File: src/adc_peak_to_peak_histogram_monitor_unit_macros.svh
// Assertion helpers for the monitor unit
`ifndef ADC_PEAK_TO_PEAK_HISTOGRAM_MONITOR_UNIT_MACROS_SVH
`define ADC_PEAK_TO_PEAK_HISTOGRAM_MONITOR_UNIT_MACROS_SVH

// Check a property on every clock edge outside reset
`define APPM_ASSERT(name, prop, msg) \
  name: assert property (@(posedge clk_i) disable iff (!rst_ni) prop) else $error(msg);

// Check that a condition is followed by another one in the next cycle
`define APPM_ASSERT_STEP(name, pre, post, msg) \
  `APPM_ASSERT(name, (pre) |=> (post), msg)

`endif

File: src/appm_pkg.sv
`default_nettype none

package appm_pkg;

  typedef enum logic [2:0] {
    ST_CLEAR,
    ST_IDLE,
    ST_RD,
    ST_WR,
    ST_SCAN,
    ST_DRAIN,
    ST_LOAD
  } appm_state_e;

  localparam int unsigned SAMPLE_W = 12;
  localparam int unsigned CNT_W    = 16;
  localparam int unsigned BUSY_W   = 5;
  localparam int unsigned CFG_IDX_W = 8;
  localparam int unsigned IN_TDATA_W  = 24;
  localparam int unsigned OUT_TDATA_W = 56;

  localparam logic CMD_SAMPLE = 1'b0;
  localparam logic CMD_REPORT = 1'b1;

  localparam logic [CFG_IDX_W-1:0] REG_REPORT_MIN_SETS = 8'd0;
  localparam logic [CFG_IDX_W-1:0] REG_BIN_THRESHOLD   = 8'd1;

  localparam logic [SAMPLE_W-1:0] ADC_FULL  = 12'd4095;
  localparam logic [CNT_W-1:0]    CNT_MAX   = 16'hFFFF;
  localparam logic [BUSY_W-1:0]   BUSY_MAX  = 5'd31;
  localparam logic [CNT_W-1:0]    MIN_SETS_RST  = 16'd200;
  localparam logic [CNT_W-1:0]    THRESHOLD_RST = 16'd5;

endpackage

`default_nettype wire

File: src/adc_peak_to_peak_histogram_monitor_unit.sv
// ADC peak-to-peak and histogram monitor.
// Input words on s_axis: tuser = 0 carries a sample set (one 12-bit sample per
// channel), tuser = 1 is a report tick. Each sample set updates per-channel
// max/min, one saturating histogram bin per channel (sample*BINS/4095, clamped
// to the last bin) and a saturating set counter. A report tick with more than
// report_min_sets sets produces one output word per channel, channel 0 first,
// tlast on the final channel, then clears the statistics; otherwise it is
// dropped without effect.
// A sample set does a histogram read, then increment and write back, per
// channel, through one memory port pair. A report tick reads one bin per cycle,
// with each bin zeroed as it is read. s_axis_tready is high only between items.
// Results wait in an output register; a stalled m_axis holds the walk, and
// s_axis_tready with it, when the next channel line is ready to load. Words are
// taken again once the last line is loaded, even while it still waits.
// Reset: registers go to their reset values and the histogram memory is
// cleared while s_axis_tready stays low.
// Configuration writes on cfg_* are always accepted; indexes above 1 are dropped.

`default_nettype none

`include "adc_peak_to_peak_histogram_monitor_unit_macros.svh"

module adc_peak_to_peak_histogram_monitor_unit
  import appm_pkg::*;
#(
  parameter int unsigned CHANNELS = 2,
  parameter int unsigned BINS     = 16
) (
  input  wire logic                   clk_i,
  input  wire logic                   rst_ni,
  input  wire logic                   s_axis_tvalid,
  output      logic                   s_axis_tready,
  // [11:0] sample_first, [23:12] sample_second
  input  wire logic [IN_TDATA_W-1:0]  s_axis_tdata,
  // [0] command
  input  wire logic                   s_axis_tuser,
  output      logic                   m_axis_tvalid,
  input  wire logic                   m_axis_tready,
  // [11:0] peak_to_peak, [27:12] busy_bin_total, [32:28] busy_bin_count,
  // [48:33] sets_seen, [55:49] zero
  output      logic [OUT_TDATA_W-1:0] m_axis_tdata,
  // [0] channel
  output      logic                   m_axis_tuser,
  output      logic                   m_axis_tlast,
  input  wire logic                   cfg_valid_i,
  output      logic                   cfg_ready_o,
  input  wire logic [CFG_IDX_W-1:0]   cfg_index_i,
  input  wire logic [CNT_W-1:0]       cfg_data_i
);

  localparam int unsigned BW = $clog2(BINS);
  localparam int unsigned AW = BW + 1;
  localparam int unsigned PW = SAMPLE_W + $clog2(BINS + 1);
  localparam int unsigned QW = PW - SAMPLE_W;
  localparam logic        LAST_CH  = 1'(CHANNELS - 1);
  localparam logic [BW-1:0] LAST_BIN = BW'(BINS - 1);

  appm_state_e state_q, state_d;

  logic                ch_q, ch_d;
  logic [BW-1:0]       bin_q, bin_d;
  logic [SAMPLE_W-1:0] samp0_q, samp1_q;
  logic [AW-1:0]       addr_q;
  logic [CNT_W-1:0]    min_sets_q, thr_q;
  logic [CNT_W-1:0]    set_cnt_q;
  logic [SAMPLE_W-1:0] max_q [CHANNELS];
  logic [SAMPLE_W-1:0] min_q [CHANNELS];

  logic [CNT_W-1:0]    mem [2**AW];
  logic [CNT_W-1:0]    rdata_q;
  logic                mem_we, mem_re;
  logic [AW-1:0]       mem_waddr, mem_raddr;
  logic [CNT_W-1:0]    mem_wdata;

  logic                acc_en_q, acc_en_d;
  logic [CNT_W-1:0]    tot_q, tot_d;
  logic [BUSY_W-1:0]   cnt_q, cnt_d;
  logic                acc_clr;

  logic                out_vld_q;
  logic                out_ch_q, out_last_q;
  logic [SAMPLE_W-1:0] out_p2p_q;
  logic [CNT_W-1:0]    out_tot_q, out_sets_q;
  logic [BUSY_W-1:0]   out_cnt_q;

  logic                in_acc, load_go, stats_clr, minmax_upd, set_inc;
  logic [SAMPLE_W-1:0] samp_sel, max_sel, min_sel, p2p;
  logic [PW-1:0]       prod;
  logic [QW-1:0]       quot;
  logic [SAMPLE_W:0]   rem;
  logic [QW:0]         quot_fix;
  logic [BW-1:0]       bin_calc;
  logic [CNT_W:0]      sum;

  assign in_acc  = s_axis_tvalid && s_axis_tready;
  assign load_go = !out_vld_q || m_axis_tready;

  // Bin index: divide by 4095 as shift, add back quotient, one correction
  always_comb begin
    samp_sel = ch_q ? samp1_q : samp0_q;
    prod     = PW'(samp_sel) * PW'(BINS);
    quot     = prod[PW-1:SAMPLE_W];
    rem      = (SAMPLE_W+1)'(prod[SAMPLE_W-1:0]) + (SAMPLE_W+1)'(quot);
    quot_fix = (QW+1)'(quot) + ((rem >= (SAMPLE_W+1)'(ADC_FULL)) ? (QW+1)'(1) : '0);
    if (quot_fix > (QW+1)'(BINS - 1)) begin
      bin_calc = LAST_BIN;
    end else begin
      bin_calc = quot_fix[BW-1:0];
    end
  end

  always_comb begin
    max_sel = max_q[0];
    min_sel = min_q[0];
    for (int c = 0; c < CHANNELS; c++) begin
      if (ch_q == 1'(c)) begin
        max_sel = max_q[c];
        min_sel = min_q[c];
      end
    end
    p2p = (max_sel >= min_sel) ? max_sel - min_sel : '0;
  end

  // Next state
  always_comb begin
    state_d = state_q;
    case (state_q)
      ST_CLEAR: begin
        if (bin_q == LAST_BIN && ch_q == LAST_CH) state_d = ST_IDLE;
      end
      ST_IDLE: begin
        if (in_acc) begin
          if (s_axis_tuser == CMD_SAMPLE) begin
            state_d = ST_RD;
          end else if (set_cnt_q > min_sets_q) begin
            state_d = ST_SCAN;
          end
        end
      end
      ST_RD: state_d = ST_WR;
      ST_WR: begin
        state_d = (ch_q == LAST_CH) ? ST_IDLE : ST_RD;
      end
      ST_SCAN: begin
        if (bin_q == LAST_BIN) state_d = ST_DRAIN;
      end
      ST_DRAIN: state_d = ST_LOAD;
      ST_LOAD: begin
        if (load_go) state_d = (ch_q == LAST_CH) ? ST_IDLE : ST_SCAN;
      end
      default: state_d = ST_IDLE;
    endcase
  end

  // Control outputs
  always_comb begin
    s_axis_tready = 1'b0;
    mem_we     = 1'b0;
    mem_re     = 1'b0;
    mem_waddr  = {ch_q, bin_q};
    mem_raddr  = {ch_q, bin_q};
    mem_wdata  = '0;
    minmax_upd = 1'b0;
    set_inc    = 1'b0;
    acc_en_d   = 1'b0;
    acc_clr    = 1'b0;
    stats_clr  = 1'b0;
    ch_d       = ch_q;
    bin_d      = bin_q;
    case (state_q)
      ST_CLEAR: begin
        mem_we = 1'b1;
        bin_d  = bin_q + BW'(1);
        if (bin_q == LAST_BIN) begin
          bin_d = '0;
          ch_d  = (ch_q == LAST_CH) ? 1'b0 : 1'b1;
        end
      end
      ST_IDLE: begin
        s_axis_tready = 1'b1;
        ch_d  = 1'b0;
        bin_d = '0;
        acc_clr = 1'b1;
      end
      ST_RD: begin
        mem_re     = 1'b1;
        mem_raddr  = {ch_q, bin_calc};
        minmax_upd = 1'b1;
      end
      ST_WR: begin
        mem_we    = 1'b1;
        mem_waddr = addr_q;
        mem_wdata = (rdata_q == CNT_MAX) ? rdata_q : rdata_q + CNT_W'(1);
        if (ch_q == LAST_CH) begin
          set_inc = 1'b1;
          ch_d    = 1'b0;
        end else begin
          ch_d = 1'b1;
        end
      end
      ST_SCAN: begin
        mem_re   = 1'b1;
        mem_we   = 1'b1;
        acc_en_d = 1'b1;
        bin_d    = (bin_q == LAST_BIN) ? '0 : bin_q + BW'(1);
      end
      ST_DRAIN: begin
      end
      ST_LOAD: begin
        if (load_go) begin
          acc_clr = 1'b1;
          if (ch_q == LAST_CH) begin
            stats_clr = 1'b1;
            ch_d      = 1'b0;
          end else begin
            ch_d = 1'b1;
          end
        end
      end
      default: begin
      end
    endcase
  end

  always_ff @(posedge clk_i or negedge rst_ni) begin
    if (!rst_ni) begin
      state_q  <= ST_CLEAR;
      ch_q     <= 1'b0;
      bin_q    <= '0;
      acc_en_q <= 1'b0;
    end else begin
      state_q  <= state_d;
      ch_q     <= ch_d;
      bin_q    <= bin_d;
      acc_en_q <= acc_en_d;
    end
  end

  always_ff @(posedge clk_i) begin
    if (in_acc) begin
      samp0_q <= s_axis_tdata[SAMPLE_W-1:0];
      samp1_q <= s_axis_tdata[2*SAMPLE_W-1:SAMPLE_W];
    end
    if (mem_re) begin
      addr_q <= mem_raddr;
    end
  end

  always_ff @(posedge clk_i) begin
    if (mem_re) begin
      rdata_q <= mem[mem_raddr];
    end
    if (mem_we) begin
      mem[mem_waddr] <= mem_wdata;
    end
  end

  always_ff @(posedge clk_i or negedge rst_ni) begin
    if (!rst_ni) begin
      min_sets_q <= MIN_SETS_RST;
      thr_q      <= THRESHOLD_RST;
    end else if (cfg_valid_i) begin
      case (cfg_index_i)
        REG_REPORT_MIN_SETS: min_sets_q <= cfg_data_i;
        REG_BIN_THRESHOLD:   thr_q      <= cfg_data_i;
        default: begin
        end
      endcase
    end
  end

  assign cfg_ready_o = 1'b1;

  always_ff @(posedge clk_i or negedge rst_ni) begin
    if (!rst_ni) begin
      set_cnt_q <= '0;
    end else if (stats_clr) begin
      set_cnt_q <= '0;
    end else if (set_inc && set_cnt_q != CNT_MAX) begin
      set_cnt_q <= set_cnt_q + CNT_W'(1);
    end
  end

  for (genvar c = 0; c < CHANNELS; c++) begin : g_minmax
    always_ff @(posedge clk_i or negedge rst_ni) begin
      if (!rst_ni) begin
        max_q[c] <= '0;
        min_q[c] <= ADC_FULL;
      end else if (stats_clr) begin
        max_q[c] <= '0;
        min_q[c] <= ADC_FULL;
      end else if (minmax_upd && ch_q == 1'(c)) begin
        if (samp_sel > max_q[c]) max_q[c] <= samp_sel;
        if (samp_sel < min_q[c]) min_q[c] <= samp_sel;
      end
    end
  end

  // Busy-bin accumulation, one bin per cycle behind the read
  always_comb begin
    tot_d = tot_q;
    cnt_d = cnt_q;
    sum   = (CNT_W+1)'(tot_q) + (CNT_W+1)'(rdata_q);
    if (acc_clr) begin
      tot_d = '0;
      cnt_d = '0;
    end else if (acc_en_q && rdata_q > thr_q) begin
      tot_d = sum[CNT_W] ? CNT_MAX : sum[CNT_W-1:0];
      cnt_d = (cnt_q == BUSY_MAX) ? cnt_q : cnt_q + BUSY_W'(1);
    end
  end

  always_ff @(posedge clk_i or negedge rst_ni) begin
    if (!rst_ni) begin
      tot_q <= '0;
      cnt_q <= '0;
    end else begin
      tot_q <= tot_d;
      cnt_q <= cnt_d;
    end
  end

  always_ff @(posedge clk_i or negedge rst_ni) begin
    if (!rst_ni) begin
      out_vld_q <= 1'b0;
    end else if (state_q == ST_LOAD && load_go) begin
      out_vld_q <= 1'b1;
    end else if (m_axis_tready) begin
      out_vld_q <= 1'b0;
    end
  end

  always_ff @(posedge clk_i) begin
    if (state_q == ST_LOAD && load_go) begin
      out_ch_q   <= ch_q;
      out_last_q <= (ch_q == LAST_CH);
      out_p2p_q  <= p2p;
      out_tot_q  <= tot_q;
      out_cnt_q  <= cnt_q;
      out_sets_q <= set_cnt_q;
    end
  end

  assign m_axis_tvalid = out_vld_q;
  assign m_axis_tuser  = out_ch_q;
  assign m_axis_tlast  = out_last_q;
  assign m_axis_tdata  = {7'b0, out_sets_q, out_cnt_q, out_tot_q, out_p2p_q};

  `APPM_ASSERT_STEP(a_report_skip,
    in_acc && s_axis_tuser == CMD_REPORT && set_cnt_q <= min_sets_q,
    state_q == ST_IDLE, "report tick below threshold started a report")
  `APPM_ASSERT_STEP(a_stats_clear, state_q == ST_LOAD && load_go && ch_q == LAST_CH,
    set_cnt_q == '0 && state_q == ST_IDLE, "statistics not cleared after report")
  `APPM_ASSERT_STEP(a_load_hold, state_q == ST_LOAD && out_vld_q && !m_axis_tready,
    state_q == ST_LOAD && out_vld_q, "report line loaded over a pending word")

endmodule

`default_nettype wire
File: config.mk
export PLATFORM = sky130hd
export DESIGN_NAME = adc_peak_to_peak_histogram_monitor_unit
export DESIGN_NICKNAME = d
export VERILOG_FILES = /design/src/appm_pkg.sv /design/src/adc_peak_to_peak_histogram_monitor_unit.sv
export VERILOG_INCLUDE_DIRS = /design/src /design/src/src
export SDC_FILE = /design/constraint.sdc
export NUM_CORES = 1
export LEC_CHECK = 0
export ABC_CLOCK_PERIOD_IN_PS = 4050
export BUFFER_PORTS_ARGS = -buffer_cell sky130_fd_sc_hd__buf_2
export CORE_ASPECT_RATIO = 0.6
export CORE_MARGIN = 5
export CORE_UTILIZATION = 25
export DETAILED_ROUTE_END_ITERATION = 8
export GPL_TIMING_DRIVEN = 1
export PLACE_DENSITY = 0.4
export RECOVER_POWER = 25
export SETUP_SLACK_MARGIN = 0.2
export SYNTH_ARGS = -nofsm -noshare
export SYNTH_HDL_FRONTEND = slang
export SYNTH_SLANG_ARGS = --single-unit
File: constraint.sdc
create_clock -name clk_i -period 4.05 [get_ports clk_i]
set_clock_uncertainty 0.2 [all_clocks]
set_input_delay 0.2025 -clock clk_i [delete_from_list [all_inputs] [get_ports clk_i]]
set_output_delay 0.2025 -clock clk_i [all_outputs]
set_load 0.005 [all_outputs]
# Yosys cells after proc, flatten, opt, wreduce, memory -nomap -nowiden
# Memories as Yosys holds them, arrays and structs flattened. A register that Yosys moved wholly into a read port is not among the register bits.
# Index checks and enable logic that the tools add are counted.
# W data, S select, Z words.
[word_totals]
register_bits = 206
ramBits = 512
input_bits = 54
output_inout_bits = 61
memories = 1
[memory_table]
columns = ["memory", "depth", "word_bits", "read_ports", "rd_clocked_by_memory_dff", "wr", "line_no", "text"]
rows = [
  ["mem", 32, 16, 1, 1, 1, "adc_peak_to_peak_histogram_monitor_unit.sv:69", "logic [CNT_W-1:0] mem [2**AW];"],
]
[classes]
add_sub_neg = 8
order_cmp = 9
n_eq_ne = 18
n_mux = 59
bitwise_logic = 1
n_reduce_logical = 34
[ops]
columns = ["op", "count"]
rows = [
  ["$mux W12", 15],
  ["$mux W16", 7],
  ["$add A16 B1 Y16 const B", 2],
  ["$gt A16 B16 Y1", 2],
  ["$gt A12 B12 Y1", 2],
  ["$lt A12 B12 Y1", 2],
  ["$mux W3", 7],
  ["$pmux W3 S7", 1],
  ["$mux W5", 4],
  ["$reduce_bool A2 Y1", 10],
  ["$mux W1", 18],
  ["$add A16 B16 Y17", 1],
  ["$eq A16 B16 Y1 const B", 1],
  ["$ne A16 B16 Y1 const B", 1],
  ["$reduce_and A2 Y1", 7],
  ["$add A12 B4 Y13", 1],
  ["$ge A13 B12 Y1 const B", 1],
  ["$ge A12 B12 Y1", 1],
  ["$mux W4", 3],
  ["$ne A2 B2 Y1 const B", 6],
  ["$sub A12 B12 Y12", 1],
  ["$eq A3 B3 Y1 const B", 3],
  ["$eq A8 B1 Y1 const B", 1],
  ["$logic_not A8 Y1", 1],
  ["other kinds (23)", 31],
]

# Longest topological paths before layout
[logic_depth]
word_depth = 8
ltp_mapped = 19
depth_no_buf = 13

# Least setup slack after synthesis
# No wires, ideal clock.
[synth_timing]
path_kind = "reg2reg"
start = "register ch_q"
end = "register rdata_q[10], read port of mem, data pin"
arrival_ns = 4.113
slack_ns = -0.432
path_stages_with_launch = 18
synth_period_minus_slack_ns = 4.482
cell_sequence = "dfrtp_1 -> buf_2 -> clkbuf_1 -> buf_1 -> mux2i_1 -> nor4_1 -> and3_1 -> ha_1 -> ha_1 -> and3b_1 -> o32a_1 -> o21a_1 -> buf_2 -> buf_1 -> o211ai_2 -> a21oi_1 -> a311o_1 -> nor4_2"
[synth_via]
elab_chain_len = 8
[synth_rtl]
columns = ["element", "line_no", "text"]
rows = [
  ["start, declared", "adc_peak_to_peak_histogram_monitor_unit.sv:60", "logic ch_q, ch_d;"],
  ["start signal, assigned", "adc_peak_to_peak_histogram_monitor_unit.sv:233", "ch_q <= ch_d;"],
  ["$mux W12", "adc_peak_to_peak_histogram_monitor_unit.sv:100", "samp_sel = ch_q ? samp1_q : samp0_q;"],
  ["$add A12 B4 Y13", "adc_peak_to_peak_histogram_monitor_unit.sv:103", "rem = (SAMPLE_W+1)'(prod[SAMPLE_W-1:0]) + (SAMPLE_W+1)'(quot);"],
  ["$ge A13 B12 Y1", "adc_peak_to_peak_histogram_monitor_unit.sv:104", "quot_fix = (QW+1)'(quot) + ((rem >= (SAMPLE_W+1)'(ADC_FULL)) ? (QW+1)'(1) : '0);"],
  ["$mux W1", "adc_peak_to_peak_histogram_monitor_unit.sv:104", ""],
  ["$add A4 B1 Y5", "adc_peak_to_peak_histogram_monitor_unit.sv:104", ""],
  ["$gt A5 B4 Y1", "adc_peak_to_peak_histogram_monitor_unit.sv:105", "if (quot_fix > (QW+1)'(BINS - 1)) begin"],
  ["$mux W4", "adc_peak_to_peak_histogram_monitor_unit.sv:105", ""],
  ["$mux W4", "adc_peak_to_peak_histogram_monitor_unit.sv:170", "case (state_q)"],
  ["end, declared", "adc_peak_to_peak_histogram_monitor_unit.sv:70", "logic [CNT_W-1:0] rdata_q;"],
]
# Parallel ways exist; a longest one is shown, timed or not.
# A chain may end at the register's enable or synchronous reset.

# Final worst setup path
[layout_timing]
start = "register ch_q"
end = "register rdata_q[2], read port of mem, data pin"
# Same word-level chain as after synthesis.

==> flow_summary.ini <==
[worst_setup_path]
setup.worst_path.end_class = flop
crit_path_max_fanout = 7
cp_data_required_time_ns = 4.27
setup.worst_path.class = reg -> reg
timing.critical_path.cells = buf_6, buf_4, mux2i_4, a211oi_2, and3_4, ha_4, ha_4, buf_6, and3b_1, o32a_4, o21a_4, buf_6, buf_6, clkinv_8, buf_12, buf_12, mux2i_1, o2bb2ai_1, buf_4, nor4_2
timing.critical_path.slowest_stage_cell = dfrtp_4
critical_path.startpoint_type = flop
critPathMostFrequentCell = buf_6
ff2ff_setup_slack_ns = -0.15
worstRegToRegCells = 20
crit-reg2reg-launch = ch_q
crit_path_max_incr_delay_ns = 0.49
r2r_end = rdata_q[2]
arrival_ns = 4.41

[placement]
place_worst_setup_slack_ns = -0.5133
total_of_buffers_placed_on_input_and_output_ports = 106
detailedPlacementHpwl_um = 73810
routabilityCongestion = 0.8193

[timing]
max_clock_freq_mhz = 238.3
worst_slew_margin_rel = -0.3656
tns_ns = -1.789
final_max_slew_viol_count = 26
finalSetupViolCount = 16
whs_ns = 0.06690
timing_hold_violations_final = 0
tightest_slew_ns = 2.048
finalCritPeriodShare = 1.036
setup_ws_ns = -0.1464
grt_setup_unrepaired = true
period_needed_ns = 4.196

[floorplan]
chipHeight_um = 292.6
design.die.area_mm2 = 0.1407
die_w_um = 480.9
floorplan_core_area_mm2 = 0.1318
rows = 103
initial_util = 0.2523
ioPinCount = 115

[power]
power_density_mw_per_mm2 = 778.3
switching_share = 0.3857
power_switching_mw = 12.97
p_int_mw = 20.66
vdd.ir_drop.worst_mv = 0.3182
power.share.clock = 0.217
power.combinational.fraction = 0.470
p_seq_frac = 0.314
total_leakage_power_nw = 16.06
finalPower_mw = 33.63

[finish]
layout.cells.most_common = edfxtp_1
largest_reg_flops = 512
num-fill-cells = 12930
reg.largest.list = mem: 512 flops, max_q: 24 flops, min_q: 24 flops
design.final.nets = 3210
layout.cells.most_common_list = edfxtp_1, nand2_1, buf_4
largest_register = mem
regArea_mm2 = 0.02145
antenna_cells = 0
multi_input_area_mm2 = 0.01131
drive_gt1_frac = 0.2303
post-route-util = 0.3278
area_growth_syn_to_layout_pct = 29.90

[route]
route.antenna.remaining_nets = 0
drt-total-wl_um = 112500
detail_route.wl_per_cell_um = 23.00
vias = 23770
vias_per_cell = 4.863
drt_first_pass_iters = 5
detailedRoute.firstIterationViolations = 2015
drc_errors = 0

[cts]
cts_num_sinks = 734
cts_tree = built
cts-buffers-inserted = 77
clock_insertion_delay_worst_skew_ns = 0.67
buffers_from_clock_root_to_sink_at_most = 3
cts.reportedPaths.clkPinSlew_ns = 0.06
cts-htree-levels = 3
ctsRootBufferMaster = clkbuf_16

[synth]
synth_cell_type_count = 77
syn-cell-area_mm2 = 0.03327
syn-instance-count = 2602
number_of_enable_type_register_cells_in_the_synthesized_netlist = 607
ys.flop_type = edfxtp_1
synth_async_sr_flop_share = 0.1730
seq_area_frac_synth = 0.6445
synth_seq_cells = 734
synth_area_per_cell_um2 = 12.79
synthesis.yosys.warnings = 0

[outcome]
violations = capacitance limit, slew limit, setup timing
result_of_the_run = finished with violations

[global_routing]
grt_util_all_layers = 0.1548
first_pass_grt_wire_length_um = 161000
maximum_number_of_pins_on_one_net_before_global_route_repair = 54
grt_antenna_before_repair = 3
grt_ovf = 0
vias_in_the_first_global_route = 23250

[worst_hold_path]
holdPathEnd = samp0_q[5]
worst_hold_startpoint = s_axis_tdata[5]
whs_path_depth = 2
worst_hold_path_type = in -> reg

[job]
timing.max_cap.violations = 2
layout make-up:
type	instances	share of cell area
clock buffers	102	0.04986
clock inverters	40	0.009179
inverters	176	0.01607
flip-flops and latches	734	0.4963
well taps	1785	0.05168
multi-input cells	1548	0.2618
repair buffers	504	0.1152
per-stage QoR:
stage | cell area, µm² | instances
2_1_floorplan | 33400 | 2608
3_3_place_gp | 37690 | 4588
3_5_place_dp | 37690 | 4588
4_1_cts | 42690 | 4865
5_1_grt | 43210 | 4889
6_report | 43210 | 4889
worst max-delay path by stage:
stage | startpoint | endpoint
finish | ch_q | rdata_q[2]
global route | ch_q | rdata_q[12]
CTS | ch_q | rdata_q[0]
detailed placement | ch_q | rdata_q[11]
global placement | ch_q | rdata_q[11]
floorplan | ch_q | rdata_q[14]
cells by family (layout without fill, tap and decap cells):
kind of cell,count (synthesis),count (layout),synth area share
DFF,734,734,0.6445
and+or+nand+nor,631,631,0.08997
AOI/OAI and AO/OA,613,613,0.1270
buffers and inverters,326,822,0.04077
muxes,133,133,0.04118
adders and majority gates,115,115,0.04370
xor gates and xnor gates,48,48,0.01264
other,2,8,0.0002257
worst max-delay path: cells and delay by family, from the launching register on:
kind / cells / cell delay (ns)
buffers and inverters: 9 / 1.29
AOI/OAI and AO/OA: 4 / 0.80
DFF: 1 / 0.49
muxes: 2 / 0.40
and+or+nand+nor: 3 / 0.40
adders and majority gates: 2 / 0.34
synthesized netlist by cell type (all sizes together) (6+ instances only):
library cell / n / area (µm²)
a311o: 16 / 160.2
o211ai: 135 / 1094
buf: 61 / 359.1
o21ai: 83 / 415.4
a211oi: 37 / 277.8
mux2: 31 / 349.1
and3: 21 / 131.4
xor2: 28 / 245.2
ha: 113 / 1414
xnor2: 20 / 175.2
nor2b: 14 / 87.58
inv: 175 / 659.4
a31oi: 23 / 143.9
a32oi: 49 / 429.2
nor4: 24 / 250.2
o21a: 11 / 82.58
nand2: 298 / 1135
nor3: 23 / 115.1
dfrtp: 98 / 2452
clkbuf: 89 / 334.1
and4: 7 / 61.31
mux2i: 102 / 1021
o22a: 12 / 105.1
o22ai: 34 / 212.7
dfstp: 29 / 762.0
edfxtp: 607 / 18230
nand4: 23 / 143.9
and2: 7 / 43.79
nand3b: 6 / 45.04
a21oi: 140 / 700.7
a21o: 26 / 195.2
nand2b: 12 / 75.07
or2: 7 / 43.79
nand3: 27 / 135.1
nor2: 143 / 536.8
o2bb2ai: 17 / 148.9
power groups by stage:
stage | clock (mW) | sequential (mW) | combinational [mW]
global route | 7.83 | 10.6 | 16.9
floorplan | 0 | 10.1 | 7.90
CTS | 7.51 | 10.5 | 15.0
finish | 7.28 | 10.6 | 15.8
global placement | 0 | 10.7 | 12.5
detailed placement | 0 | 10.7 | 12.7
routing by layer:
layer / routed length [µm] / global-route usage / up-vias
met2: 44020 / 0.2071 / 771
met1: 58500 / 0.2515 / 12230
met4: 1987 / 0.03324 / 0
li1: - / - / 10640
met5: 0 / 0 / -
met3: 7946 / 0.03090 / 128
timing repair:
action	in CTS	in global routing
endpoints found under the setup margin	28	28
gates cloned	22	4
gates resized for setup	140	76
pin swaps	61	34
hold endpoints to repair	179	0
setup buffers	31	20
hold buffers	82	0
No activity file was read; power rests on OpenSTA's default activity.
